==> config.mk <==
export PLATFORM = sky130hd
export DESIGN_NAME = dotted_ipv4_address_parser
export DESIGN_NICKNAME = d
export VERILOG_FILES = /design/src/dia_pkg.sv /design/src/dia_step.sv /design/src/dotted_ipv4_address_parser.sv
export SDC_FILE = /design/constraint.sdc
export NUM_CORES = 1
export LEC_CHECK = 0
export ABC_AREA = 1
export BUFFER_PORTS_ARGS = -buffer_cell sky130_fd_sc_hd__buf_2
export CORE_MARGIN = 8
export CORE_UTILIZATION = 60
export DETAILED_ROUTE_END_ITERATION = 10
export PLACE_DENSITY = 0.76
export SKIP_CTS_REPAIR_TIMING = 1
export SLEW_MARGIN = 30
export SYNTH_ARGS = -nofsm -noshare
export SYNTH_HDL_FRONTEND = slang
export SYNTH_SLANG_ARGS = --single-unit
==> constraint.sdc <==
create_clock -name clk -period 4.8 [get_ports clk]
set_clock_uncertainty 0.1 [all_clocks]
set_input_delay 0.24 -clock clk [delete_from_list [all_inputs] [get_ports clk]]
set_output_delay 0.24 -clock clk [all_outputs]
set_load 0.02 [all_outputs]
==> src/dia_pkg.sv <==
`default_nettype none

package dia_pkg;

  localparam int unsigned CharW = 8;
  localparam int unsigned AddrW = 32;
  localparam int unsigned NumParts = 3;

  localparam logic [CharW-1:0] CHAR_NUL = 8'h00;

  typedef enum logic [1:0] {
    PH_PART_START,
    PH_AFTER_ZERO,
    PH_DIGITS,
    PH_TAIL
  } phase_t;

  typedef enum logic [1:0] {
    BASE_DEC,
    BASE_OCT,
    BASE_HEX
  } base_t;

  typedef struct packed {
    phase_t                           phase;
    logic [AddrW-1:0]                 acc;
    base_t                            base;
    logic                             saw_digit;
    logic [1:0]                       part_count;
    logic [NumParts-1:0][CharW-1:0]   part_bytes;
    logic                             failed;
  } parse_st_t;

endpackage

`default_nettype wire

==> src/dia_step.sv <==
`default_nettype none

module dia_step (
  input  wire logic [dia_pkg::CharW-1:0] character,
  input  wire dia_pkg::parse_st_t        cur,
  output      dia_pkg::parse_st_t        nxt,
  output      logic                      ok,
  output      logic [dia_pkg::AddrW-1:0] address
);
  import dia_pkg::*;

  logic             is_dec;
  logic             is_hex_letter;
  logic             is_space;
  logic [3:0]       dig;
  logic [3:0]       let_val;
  base_t            eff_base;
  logic [AddrW-1:0] scaled;
  logic [AddrW-1:0] val;
  logic             fits;

  always_comb begin
    is_dec        = character inside {[8'h30:8'h39]};
    is_hex_letter = character inside {[8'h41:8'h46], [8'h61:8'h66]};
    is_space      = character inside {8'h20, [8'h09:8'h0D]};
    dig           = character[3:0];
    let_val       = character[3:0] + 4'd9;
  end

  always_comb begin
    eff_base = (cur.phase == PH_AFTER_ZERO) ? BASE_OCT : cur.base;
    case (eff_base)
      BASE_OCT: scaled = {cur.acc[AddrW-4:0], 3'b000};
      BASE_HEX: scaled = {cur.acc[AddrW-5:0], 4'b0000};
      default:  scaled = {cur.acc[AddrW-4:0], 3'b000} + {cur.acc[AddrW-2:0], 1'b0};
    endcase
  end

  // next state
  always_comb begin
    nxt = cur;
    if (character == CHAR_NUL) begin
      nxt.phase      = PH_PART_START;
      nxt.acc        = '0;
      nxt.base       = BASE_DEC;
      nxt.saw_digit  = 1'b0;
      nxt.part_count = '0;
      nxt.failed     = 1'b0;
    end else if (!cur.failed && cur.phase != PH_TAIL) begin
      case (cur.phase)
        PH_PART_START: begin
          if (!is_dec) begin
            nxt.failed = 1'b1;
          end else if (dig == 4'd0) begin
            nxt.acc       = '0;
            nxt.saw_digit = 1'b0;
            nxt.phase     = PH_AFTER_ZERO;
          end else begin
            nxt.acc       = AddrW'(dig);
            nxt.saw_digit = 1'b1;
            nxt.base      = BASE_DEC;
            nxt.phase     = PH_DIGITS;
          end
        end
        PH_AFTER_ZERO, PH_DIGITS: begin
          nxt.phase = PH_DIGITS;
          if (cur.phase == PH_AFTER_ZERO && (character == 8'h78 || character == 8'h58)) begin
            nxt.base = BASE_HEX;
          end else begin
            if (cur.phase == PH_AFTER_ZERO) begin
              nxt.base      = BASE_OCT;
              nxt.saw_digit = 1'b1;
            end
            if (is_dec) begin
              if (eff_base == BASE_OCT && dig >= 4'd8) begin
                nxt.failed = 1'b1;
              end else begin
                nxt.acc       = scaled + AddrW'(dig);
                nxt.saw_digit = 1'b1;
              end
            end else if (eff_base == BASE_HEX && is_hex_letter) begin
              nxt.acc       = {cur.acc[AddrW-5:0], let_val};
              nxt.saw_digit = 1'b1;
            end else if (character == 8'h2E) begin
              if (cur.part_count == 2'd3 || cur.acc > AddrW'(8'hFF)) begin
                nxt.failed = 1'b1;
              end else begin
                nxt.part_bytes[cur.part_count] = cur.acc[CharW-1:0];
                nxt.part_count                 = cur.part_count + 2'd1;
                nxt.phase                      = PH_PART_START;
              end
            end else if (is_space) begin
              nxt.phase = PH_TAIL;
            end else begin
              nxt.failed = 1'b1;
            end
          end
        end
        default: nxt = cur;
      endcase
    end
  end

  // end-of-string result
  always_comb begin
    val = (cur.phase == PH_AFTER_ZERO) ? '0 : cur.acc;
    case (cur.part_count)
      2'd0:    fits = 1'b1;
      2'd1:    fits = (val <= AddrW'(24'hFFFFFF));
      2'd2:    fits = (val <= AddrW'(16'hFFFF));
      default: fits = (val <= AddrW'(8'hFF));
    endcase
    ok = !cur.failed && cur.phase != PH_PART_START
         && (cur.phase == PH_AFTER_ZERO || cur.saw_digit) && fits;
    case (cur.part_count)
      2'd0:    address = val;
      2'd1:    address = val | {cur.part_bytes[0], 24'h0};
      2'd2:    address = val | {cur.part_bytes[0], cur.part_bytes[1], 16'h0};
      default: address = val | {cur.part_bytes[0], cur.part_bytes[1], cur.part_bytes[2], 8'h0};
    endcase
    if (!ok) begin
      address = '0;
    end
  end

endmodule

`default_nettype wire

==> src/dotted_ipv4_address_parser.sv <==
// Channel  Dir  Fields (low bit first)         Transfer
// s_*      in   tdata: character [7:0]          s_tvalid & s_tready
// m_*      out  tuser: valid_res; tdata: address m_tvalid & m_tready
//
// One character per cycle while no NUL waits on a stalled result. A character is
// held in the input register, then folded into the parse state; a NUL loads the
// result register as it leaves the input register.
// rst clears parse state and both valid flags; it is synchronous and active high.
// A stalled result blocks only a following NUL; other characters keep flowing.
`default_nettype none

module dotted_ipv4_address_parser (
  input  wire logic                      clk,
  input  wire logic                      rst,
  input  wire logic                      s_tvalid,
  output      logic                      s_tready,
  input  wire logic [dia_pkg::CharW-1:0] s_tdata,   // character
  output      logic                      m_tvalid,
  input  wire logic                      m_tready,
  output      logic [dia_pkg::AddrW-1:0] m_tdata,   // address
  output      logic [0:0]                m_tuser    // valid_res
);
  import dia_pkg::*;

  logic             s1_valid;
  logic [CharW-1:0] s1_char;
  logic             s1_nul;
  logic             s1_go;
  parse_st_t        st;
  parse_st_t        st_next;
  logic             res_ok;
  logic [AddrW-1:0] res_addr;

  assign s1_nul   = (s1_char == CHAR_NUL);
  assign s1_go    = s1_valid && !(s1_nul && m_tvalid && !m_tready);
  assign s_tready = !s1_valid || s1_go;

  dia_step u_step (
    .character (s1_char),
    .cur       (st),
    .nxt       (st_next),
    .ok        (res_ok),
    .address   (res_addr)
  );

  always_ff @(posedge clk) begin
    if (rst) begin
      s1_valid <= 1'b0;
    end else if (s_tready) begin
      s1_valid <= s_tvalid;
    end
    if (s_tready && s_tvalid) begin
      s1_char <= s_tdata;
    end
  end

  always_ff @(posedge clk) begin
    if (rst) begin
      st.phase      <= PH_PART_START;
      st.acc        <= '0;
      st.base       <= BASE_DEC;
      st.saw_digit  <= 1'b0;
      st.part_count <= '0;
      st.failed     <= 1'b0;
    end else if (s1_go) begin
      st.phase      <= st_next.phase;
      st.acc        <= st_next.acc;
      st.base       <= st_next.base;
      st.saw_digit  <= st_next.saw_digit;
      st.part_count <= st_next.part_count;
      st.failed     <= st_next.failed;
    end
    if (s1_go) begin
      st.part_bytes <= st_next.part_bytes;
    end
  end

  always_ff @(posedge clk) begin
    if (rst) begin
      m_tvalid <= 1'b0;
    end else if (s1_go && s1_nul) begin
      m_tvalid <= 1'b1;
    end else if (m_tready) begin
      m_tvalid <= 1'b0;
    end
    if (s1_go && s1_nul) begin
      m_tdata <= res_addr;
      m_tuser <= res_ok;
    end
  end

endmodule

`default_nettype wire

---- After elaboration in Yosys (flattened, before gate mapping) ----
Cells that the tools add are included.
storage, ports and cells
  bits of input ports ..................... 12
  flip-flop bits (word level) ............. 107
  word-level logic and storage cells ...... 158
cells by class
  reductions and logical operators ........ 45
  add/subtract/negate cells ............... 4
  magnitude comparators ................... 15
  bitwise operators ....................... 8
  equality and inequality tests ........... 27
  muxes and demuxes ....................... 45
operator list
  operator              number
  $mux 32               4
  $mux 26               4
  $or 32x32->32         3
  $pmux 32 s3           1
  $pmux 37 s2           1
  $mux 34               2
  $mux 64               1
  $pmux 32 s2           1
  $mux 39               1
  $mux 37               1
  $add 32x32->32        1
  $add 32x4->32         1
  $gt 32x8->1 const B   1
  $le 32x16->1 const B  1
  $le 32x24->1 const B  1
  $le 32x8->1 const B   1
  $mux 28               1
  $mux 27               1
  $bwmux 24             1
  $reduce_and 9->1      2
  $logic_and 1x1->1     17
  $demux 8 s2           1
  $eq 8x6->1 const B    2
  $eq 8x7->1 const B    2
  other kinds (40)      92

---- Longest topological paths before layout ----
Gate-level depths: netlist (run 1).
  depth after elaboration ................. 13
  depth in mapped cells ................... 30
  gate-level depth less buffers ........... 24

---- By module ----
Synthesis (run 1) repeated with hierarchy kept, for this count alone.
unflattened totals
  cell total of the unflattened synthesis .. 1572
  area total of the unflattened synthesis .. 10073.4 µm²
modules (own cells, without submodules)
  module                      sequential area each (µm²)  cells an instance  times used  area each (µm²)
  dia_step                    0.0                         1223               1           6138.4
  dotted_ipv4_address_parser  2792.7                      349                1           3935.0

---- Least setup slack after synthesis (run 1) ----
No wires, ideal clock.
  kind .................................... reg-to-reg
  from .................................... register st[63] (netlist name)
  to ...................................... register st[52] (netlist name)
  arrival ................................. 3953 ps
  period minus slack after synthesis ...... 4185 ps
  cell stages (with the launch flop) ...... 28
  setup time .............................. 132 ps
  setup slack ............................. 615 ps
  buffers on the path ..................... 6
  required time ........................... 4568 ps
  cell sequence ........................... dfxtp_1 > inv_1 > ha_1 > buf_2 > buf_1 > nor2_1 > inv_1 > ha_1 > buf_2 > buf_2 > buf_2 > buf_2 > o31ai_1 > ha_1 > nand3_1 > nand2_1 > nand3_1 > nor2_2 > nand3_1 > nor2_2 > nand3_4 > nor2_8 > nand3_4 > nor2_4 > xor2_1 > nand2_1 > nand2_1 > a21oi_1
between the ends
  longest elaborated chain between the ends .. 11
ends and longest elaborated chain
  what                                      line                                            text
  from (decl)                               dotted_ipv4_address_parser.sv:29                parse_st_t st;
  $eq 2x1->1                                dia_step.sv:31, dia_step.sv:50, dia_step.sv:67
  $mux 2                                    dia_step.sv:31                                  eff_base = (cur.phase == PH_AFTER_ZERO) ? BASE_OCT : cur.base;
  $eq 2x2->1 or $eq 2x1->1 (tied branches)  dia_step.sv:32, dia_step.sv:81, dia_step.sv:75
  $pmux 32 s2                               dia_step.sv:32                                  case (eff_base)
  $add 32x4->32                             dia_step.sv:78                                  nxt.acc = scaled + AddrW'(dig);
  $mux 32                                   dia_step.sv:75                                  if (eff_base == BASE_OCT && dig >= 4'd8) begin
  $mux 32                                   dia_step.sv:74                                  if (is_dec) begin
  $mux 34                                   dia_step.sv:67                                  if (cur.phase == PH_AFTER_ZERO && (character == 8'h78 || character == 8'h58)) begin
  $pmux 37 s2                               dia_step.sv:50                                  case (cur.phase)
  $mux 64                                   dia_step.sv:49                                  end else if (!cur.failed && cur.phase != PH_TAIL) begin
  $mux 39                                   dia_step.sv:42                                  if (character == CHAR_NUL) begin
Parallel ways exist; a longest one is shown, timed or not. The select of a mux whose other input is x is not followed.
A chain may end at the register's enable or synchronous reset.

---- Worst setup path in the final report (run 1) ----
Ends and elaborated chain as after synthesis.

==> results of run 1 <==
## logic make-up (layout without fill, tap and decap cells)
kind of cell               count (synthesis)  after routing
AOI/OAI and AO/OA                        195            195
xor gates and xnor gates                  12             12
adders and majority gates                 46             46
buffers and inverters                    248            291
DFF                                      107            107
and+or+nand+nor                          695            695
## through the flow
stage               instances   util  hold WS (ps)  setup slack (ps)  area (um^2)
floorplan                1303      -           239               615         8740
global placement         1506  0.633           317              1150         9090
detailed placement       1506  0.633           318               991         9090
CTS                      1522  0.653         -48.8               956         9390
global route             1530  0.659          66.4               549         9470
finish                   1530  0.659          61.4               903         9470
## synthesized netlist by cell type, types with 2 or more instances
cell and instances:
nor2_4 6, o211ai_1 4, nor2_8 3, nand2_1 365, edfxtp_1 65, a21oi_2 20, inv_2 19, a21o_1 2
buf_1 3, o221ai_1 12, nor3_1 23, or2_2 2, nand3b_1 3, xor2_1 9, xnor2_1 3, a21oi_1 85
nor4_1 9, clkinv_1 2, nand2_2 8, nand3_1 106, nand3_4 4, fa_1 2, dfxtp_1 42, o21ai_0 27
clkbuf_1 13, ha_1 44, inv_1 191, nor2_1 127, buf_6 2, o21ai_1 12, o21bai_1 4, nand4_1 20
nor2_2 14, a211oi_1 3, nand3_2 3, a22oi_1 7, o22ai_1 13, o41ai_1 2, buf_2 17
## critical path, delay by kind of cell (launching register included)
| family | cells | cell delay [ps] |
|---|---|---|
| flops | 1 | 330 |
| simple gates | 14 | 1780 |
| compound gates | 2 | 130 |
| buf+inv | 2 | 130 |
| xor+xnor | 1 | 160 |
| fa+ha+maj | 3 | 1090 |
## layout make-up
class                      instances  area (um^2)
multi-input combinational        948         4980
fill                            1300         4900
tap                              184          230
timing repair buffer              62          370
clock inverter                     7         70.1
inverter                         213          802
clock buffer                       9          225
sequential                       107         2790
## final timing paths
| kind | from | end | slack, ps | cells past startpoint |
|---|---|---|---|---|
| worst max-delay path | st[63] | st[52] | 900 | 22 |
| worst min-delay path | s_tvalid | s1_valid | 60 | 3 |
| worst max register to register | st[63] | st[52] | 900 | 22 |
| worst min register to register | m_tvalid | m_tvalid | 420 | 2 |
## layer usage
metal,share of wire,track usage,vias to the layer above
met5,0,0,-
met4,0.025,0.0811,0
met3,0.073,0.0374,53
met2,0.46,0.432,356
met1,0.44,0.354,3924
li1,-,-,4350
## power breakdown
group | internal [uW] | switching, uW | leakage [uW]
registers | 972 | 8.68 | 0.000961
clock network | 368 | 379 | 0.000142
logic | 33.1 | 70.7 | 0.00309
total | 1370 | 459 | 0.00419
==> reports/summary.txt, run 1 <==
power density over the cells: 194 nW/um^2
min-delay worst type: in2reg
share of layout cells above drive strength 1: 0.113
IO Pins: 47
slowest cell delay on critical path: 420 ps
post-synthesis simple-gate area fraction: 0.354
compound-gate portion of the synthesized area: 0.136
maximum vdd drop: 189 uV
Final Hold Viols: 0
Initial Util: 0.608
die span in y: 137 um
Post-Route WL: 24500 um
largest family of logic cells by synthesized area: simple AND/OR/NAND/NOR gates
CP max FO: 11
Initial DRT Pass Iterations: 6
Final setup violation count: 0
RSZ-0062 raised after global routing: false
core box area: 14400 um^2
Routed WL per cell: 16.0 um
period utilization: 0.812
largest net degree at the start of global routing: 39
CTS sink count: 107
GRT overflow: 0
commonest non-fill, non-tap cell in the layout: nand2_1
Layout area overhead: 8.33%
count of different cell masters after synthesis: 46
CTS tree: built
Post-Syn Instances: 1303
Fmax: 0.257 GHz
H-Tree Depth: 3
Async SR Flop Fraction: 0
headroom to the max-slew limit: 0.436
root buffer cell: clkbuf_16
CP arrival: 4000 ps
critical path's slowest cell: ha_1
first-pass GRT wire length: 39600 um
top area cells in the synthesized netlist: edfxtp_1 (22%), nand2_1 (16%), dfxtp_1 (9.6%)
Max Cap Viol: 0
leak pwr: 0.00419 uW
sequential fraction of the synthesis area: 0.320
synth warn: 0
Total GRT Usage: 0.264
Die X: 137 um
Vias/cell: 5.68
vias in the first global route: 7890
area of the mapped netlist: 8740 um^2
adder-cell share of the synthesized area: 0.0676
ant diodes: 0
total CTS buffers: 9
Placer Congestion: 0.967
Routed Antenna Nets: 0
post-synthesis mux area share: 0
status: finished clean
flops & latches, synth: 107
Syn Area/Cell: 6.71 um^2
Setup crit start kind: register
nature of the critical path endpoint: register
Synth Net Count: 1361
Synth Flop Type: edfxtp_1
Final Total Pwr: 1830 uW
number of nets in the layout: 1399
share of the synthesized area in the top cell type: 0.223
WP data required: 4900 ps
Final min period: 3900 ps
post-synth top area cell: edfxtp_1
initial antenna violation count: 0
Synth Area in XOR/XNOR: 0.0120
Worst Tran Pin Value: 845 ps
Most common cell on crit path: nand2_1
worst-case clock buffer depth: 2
Final TNS setup: 0 ps
via count: 8683
Port-buffer cells: 46
Iter 0 DRT Violations: 827
Post-synth EDFFs: 65
DP HPWL: 18800 um
Crit Path Class: reg2reg
commonest cells after routing, fill and taps aside: nand2_1 (365), inv_1 (190), nor2_1 (127)
worst-skew pair later-pin latency: 360 ps
DRC viols: 0
crit-path cells: inv_1 -> ha_1 -> nor2_1 -> inv_1 -> ha_1 -> nand2_1 -> o31ai_1 -> ha_1 -> nand3_1 -> nand2_1 -> nand3_1 -> nor2_2 -> nand3_1 -> nor2_2 -> nand3_4 -> nor2_8 -> nand3_4 -> nor2_4 -> xor2_1 -> nand2_1 -> nand2_1 -> a21oi_1
Site Rows: 44
max-slew violations: 0
clk slew on worst S/H paths: 80 ps
Die ar.: 18700 um^2
(Power assumes the default switching activity.)
==> inputs of run 2 (changes only) <==
--- a/config.mk
+++ b/config.mk
@@ -5,12 +5,12 @@
 export SDC_FILE = /design/constraint.sdc
 export NUM_CORES = 1
 export LEC_CHECK = 0
-export ABC_AREA = 1
+export ABC_AREA = 0
 export BUFFER_PORTS_ARGS = -buffer_cell sky130_fd_sc_hd__buf_2
 export CORE_MARGIN = 8
 export CORE_UTILIZATION = 60
 export DETAILED_ROUTE_END_ITERATION = 10
-export PLACE_DENSITY = 0.76
+export PLACE_DENSITY = 0.77
 export SKIP_CTS_REPAIR_TIMING = 1
 export SLEW_MARGIN = 30
 export SYNTH_ARGS = -nofsm -noshare
==> constraint.sdc (replaced) <==
create_clock -name clk -period 4 [get_ports clk]
set_clock_uncertainty 0.1 [all_clocks]
set_input_delay 0.2 -clock clk [delete_from_list [all_inputs] [get_ports clk]]
set_output_delay 0.2 -clock clk [all_outputs]
set_load 0.02 [all_outputs]
==> reports/summary.txt, run 2 <==
status: finished clean
period utilization: 0.949
Comb power frac: 0.038
via count: 7536
Site Rows: 41
clk slew on worst S/H paths: 80 ps
CP arrival: 3980 ps
DRC viols: 0
Post-synth EDFFs: 65
synth cell count leaders: nor2_1 (114), nand2_1 (72), edfxtp_1 (65), a21oi_1 (55), a22oi_1 (53)
RSZ-0062 raised after global routing: false
GR Util met2: 0.463
total CTS buffers: 9
H-Tree Depth: 3
die span in y: 130 um
WP data required: 4180 ps
Routed Antenna Nets: 0
Fmax: 0.263 GHz
top area cells in the synthesized netlist: edfxtp_1 (25%), dfxtp_1 (11%), ha_1 (7.0%)
fillers: 992
max-slew violations: 0
Placer Congestion: 0.923
Synth Flop Type: edfxtp_1
Initial DRT Pass Iterations: 8
Port-buffer cells: 46
worst-skew pair later-pin latency: 350 ps
Vias/cell: 6.67
share of layout cells above drive strength 1: 0.163
maximum vdd drop: 298 uV
Total GRT Usage: 0.271
largest net degree at the start of global routing: 44
routing usage on met3: 0.0326
Layout area overhead: 13.4%
Async SR Flop Fraction: 0
Max Cap Viol: 0
area of the mapped netlist: 7830 um^2
Die X: 130 um
synth warn: 0
count of different cell masters after synthesis: 85
IO Pins: 47
leak pwr: 0.00326 uW
headroom to the max-slew limit: 0.383
Final setup violation count: 0
CTS tree: built
met1 Track Usage GR: 0.346
core box area: 12700 um^2
Initial Util: 0.618
share of the synthesized area in the top cell type: 0.249
post-synth top area cell: edfxtp_1
Switching Power: 504 uW
CTS sink count: 107
commonest cells after routing, fill and taps aside: nor2_1 (112), nand2_1 (71), edfxtp_1 (65)
fin cells: 1129
critical path's slowest cell: or4_1
Post-Route WL: 22900 um
worst-case clock buffer depth: 2
Syn Area/Cell: 8.73 um^2
Reg power frac: 0.550
slowest cell delay on critical path: 530 ps
Clock Power Share: 0.412
number of nets in the layout: 1010
placed instance area: 8480 um^2
flops & latches, synth: 107
worst path bufs/invs: 2
vias in the first global route: 7161
crit-path cells: inv_2 -> ha_4 -> or2_2 -> ha_4 -> buf_4 -> a221oi_1 -> a31oi_1 -> o211ai_1 -> nand4b_1 -> and4bb_4 -> nand3_4 -> or4_1 -> a31oi_1
Crit Path Class: reg2reg
count leader, synth: nor2_1
power density over the cells: 242 nW/um^2
Top delay family on crit path: simple AND/OR/NAND/NOR gates
first-pass GRT wire length: 36700 um
Setup crit start kind: register
GRT overflow: 0
nature of the critical path endpoint: register
Sw Ratio: 0.235
Synth Net Count: 955
# placed instances: 1105
Iter 0 DRT Violations: 868
Routed WL per cell: 20.3 um
Int Power: 1640 uW
Final min period: 3800 ps
busiest grt layer: met2
Die ar.: 17000 um^2
Worst Tran Pin Value: 926 ps
DP HPWL: 16900 um
Final Hold Viols: 0
post-route cell area: 8880 um^2
ant diodes: 0
Final Util: 0.701
root buffer cell: clkbuf_16
CP max FO: 36
commonest non-fill, non-tap cell in the layout: nor2_1
sequential fraction of the synthesis area: 0.357
Final TNS setup: 0 ps
min-delay worst type: in2reg
initial antenna violation count: 0
Post-Syn Instances: 897
==> run 2: cell type report <==
cell class | instances | area, um^2 | share of cell area
clock inverters | 7 | 75.1 | 0.00846
clock buffers | 9 | 225 | 0.0254
multi-input cells | 709 | 4820 | 0.543
repair buffers | 99 | 648 | 0.0730
inverters | 26 | 100 | 0.0113
well taps | 172 | 215 | 0.0242
flip-flops and latches | 107 | 2790 | 0.315
==> run 2: kinds of logic (layout without fill, tap and decap cells) <==
kind of cell               count (synthesis)  in the layout  share of synthesized area
and+or+nand+nor                          325            325                      0.212
adders and majority gates                 46             46                     0.0754
muxes                                      8              8                     0.0107
AOI/OAI and AO/OA                        293            293                      0.263
buffers and inverters                     81            141                     0.0407
xor gates and xnor gates                  37             37                     0.0414
DFF                                      107            107                      0.357
==> run 2: power groups by stage <==
stage          Sequential, uW  Combinational [uW]  Clock, uW
2_1_floorplan            1200                55.2          0
3_3_place_gp             1200                70.8          0
3_5_place_dp             1210                73.3          0
4_1_cts                  1180                74.1        895
5_1_grt                  1180                89.7        927
6_report                 1180                82.3        883
==> run 2: worst register-to-register path: cells and delay by family (launching register included) <==
family	cells	cell delay, ps
buffers and inverters	2	420
adder cells (fa/ha/maj)	2	520
AND/OR/NAND/NOR	5	1710
AO/OA/AOI/OAI	4	640
flip-flops	1	350
==> run 2: final timing paths <==
check | endpoint | slack (ps) | cells past startpoint | startpoint
worst max-delay path | st[55] | 200 | 13 | st[63]
worst min-delay path | s1_valid | 20 | 3 | s_tvalid
worst min register to register | st[28] | 370 | 2 | st[28]
worst max register to register | st[55] | 200 | 13 | st[63]
==> run 2: stage by stage <==
step	hold slack [ps]	total power [uW]	worst slack, ps
final	16.3	2150	202
after global placement	279	1280	333
after global routing	38.6	2200	7.86
after detailed placement	279	1280	183
after floorplan	199	1250	-108
after CTS	-85.1	2150	142
==> run 2: routing by layer <==
metal,wire length [um],vias to the layer above,part of all wire
met5,0,-,0
met4,629,0,0.027
met3,1820,59,0.079
met2,11100,404,0.48
met1,9390,3569,0.41
li1,-,3504,-
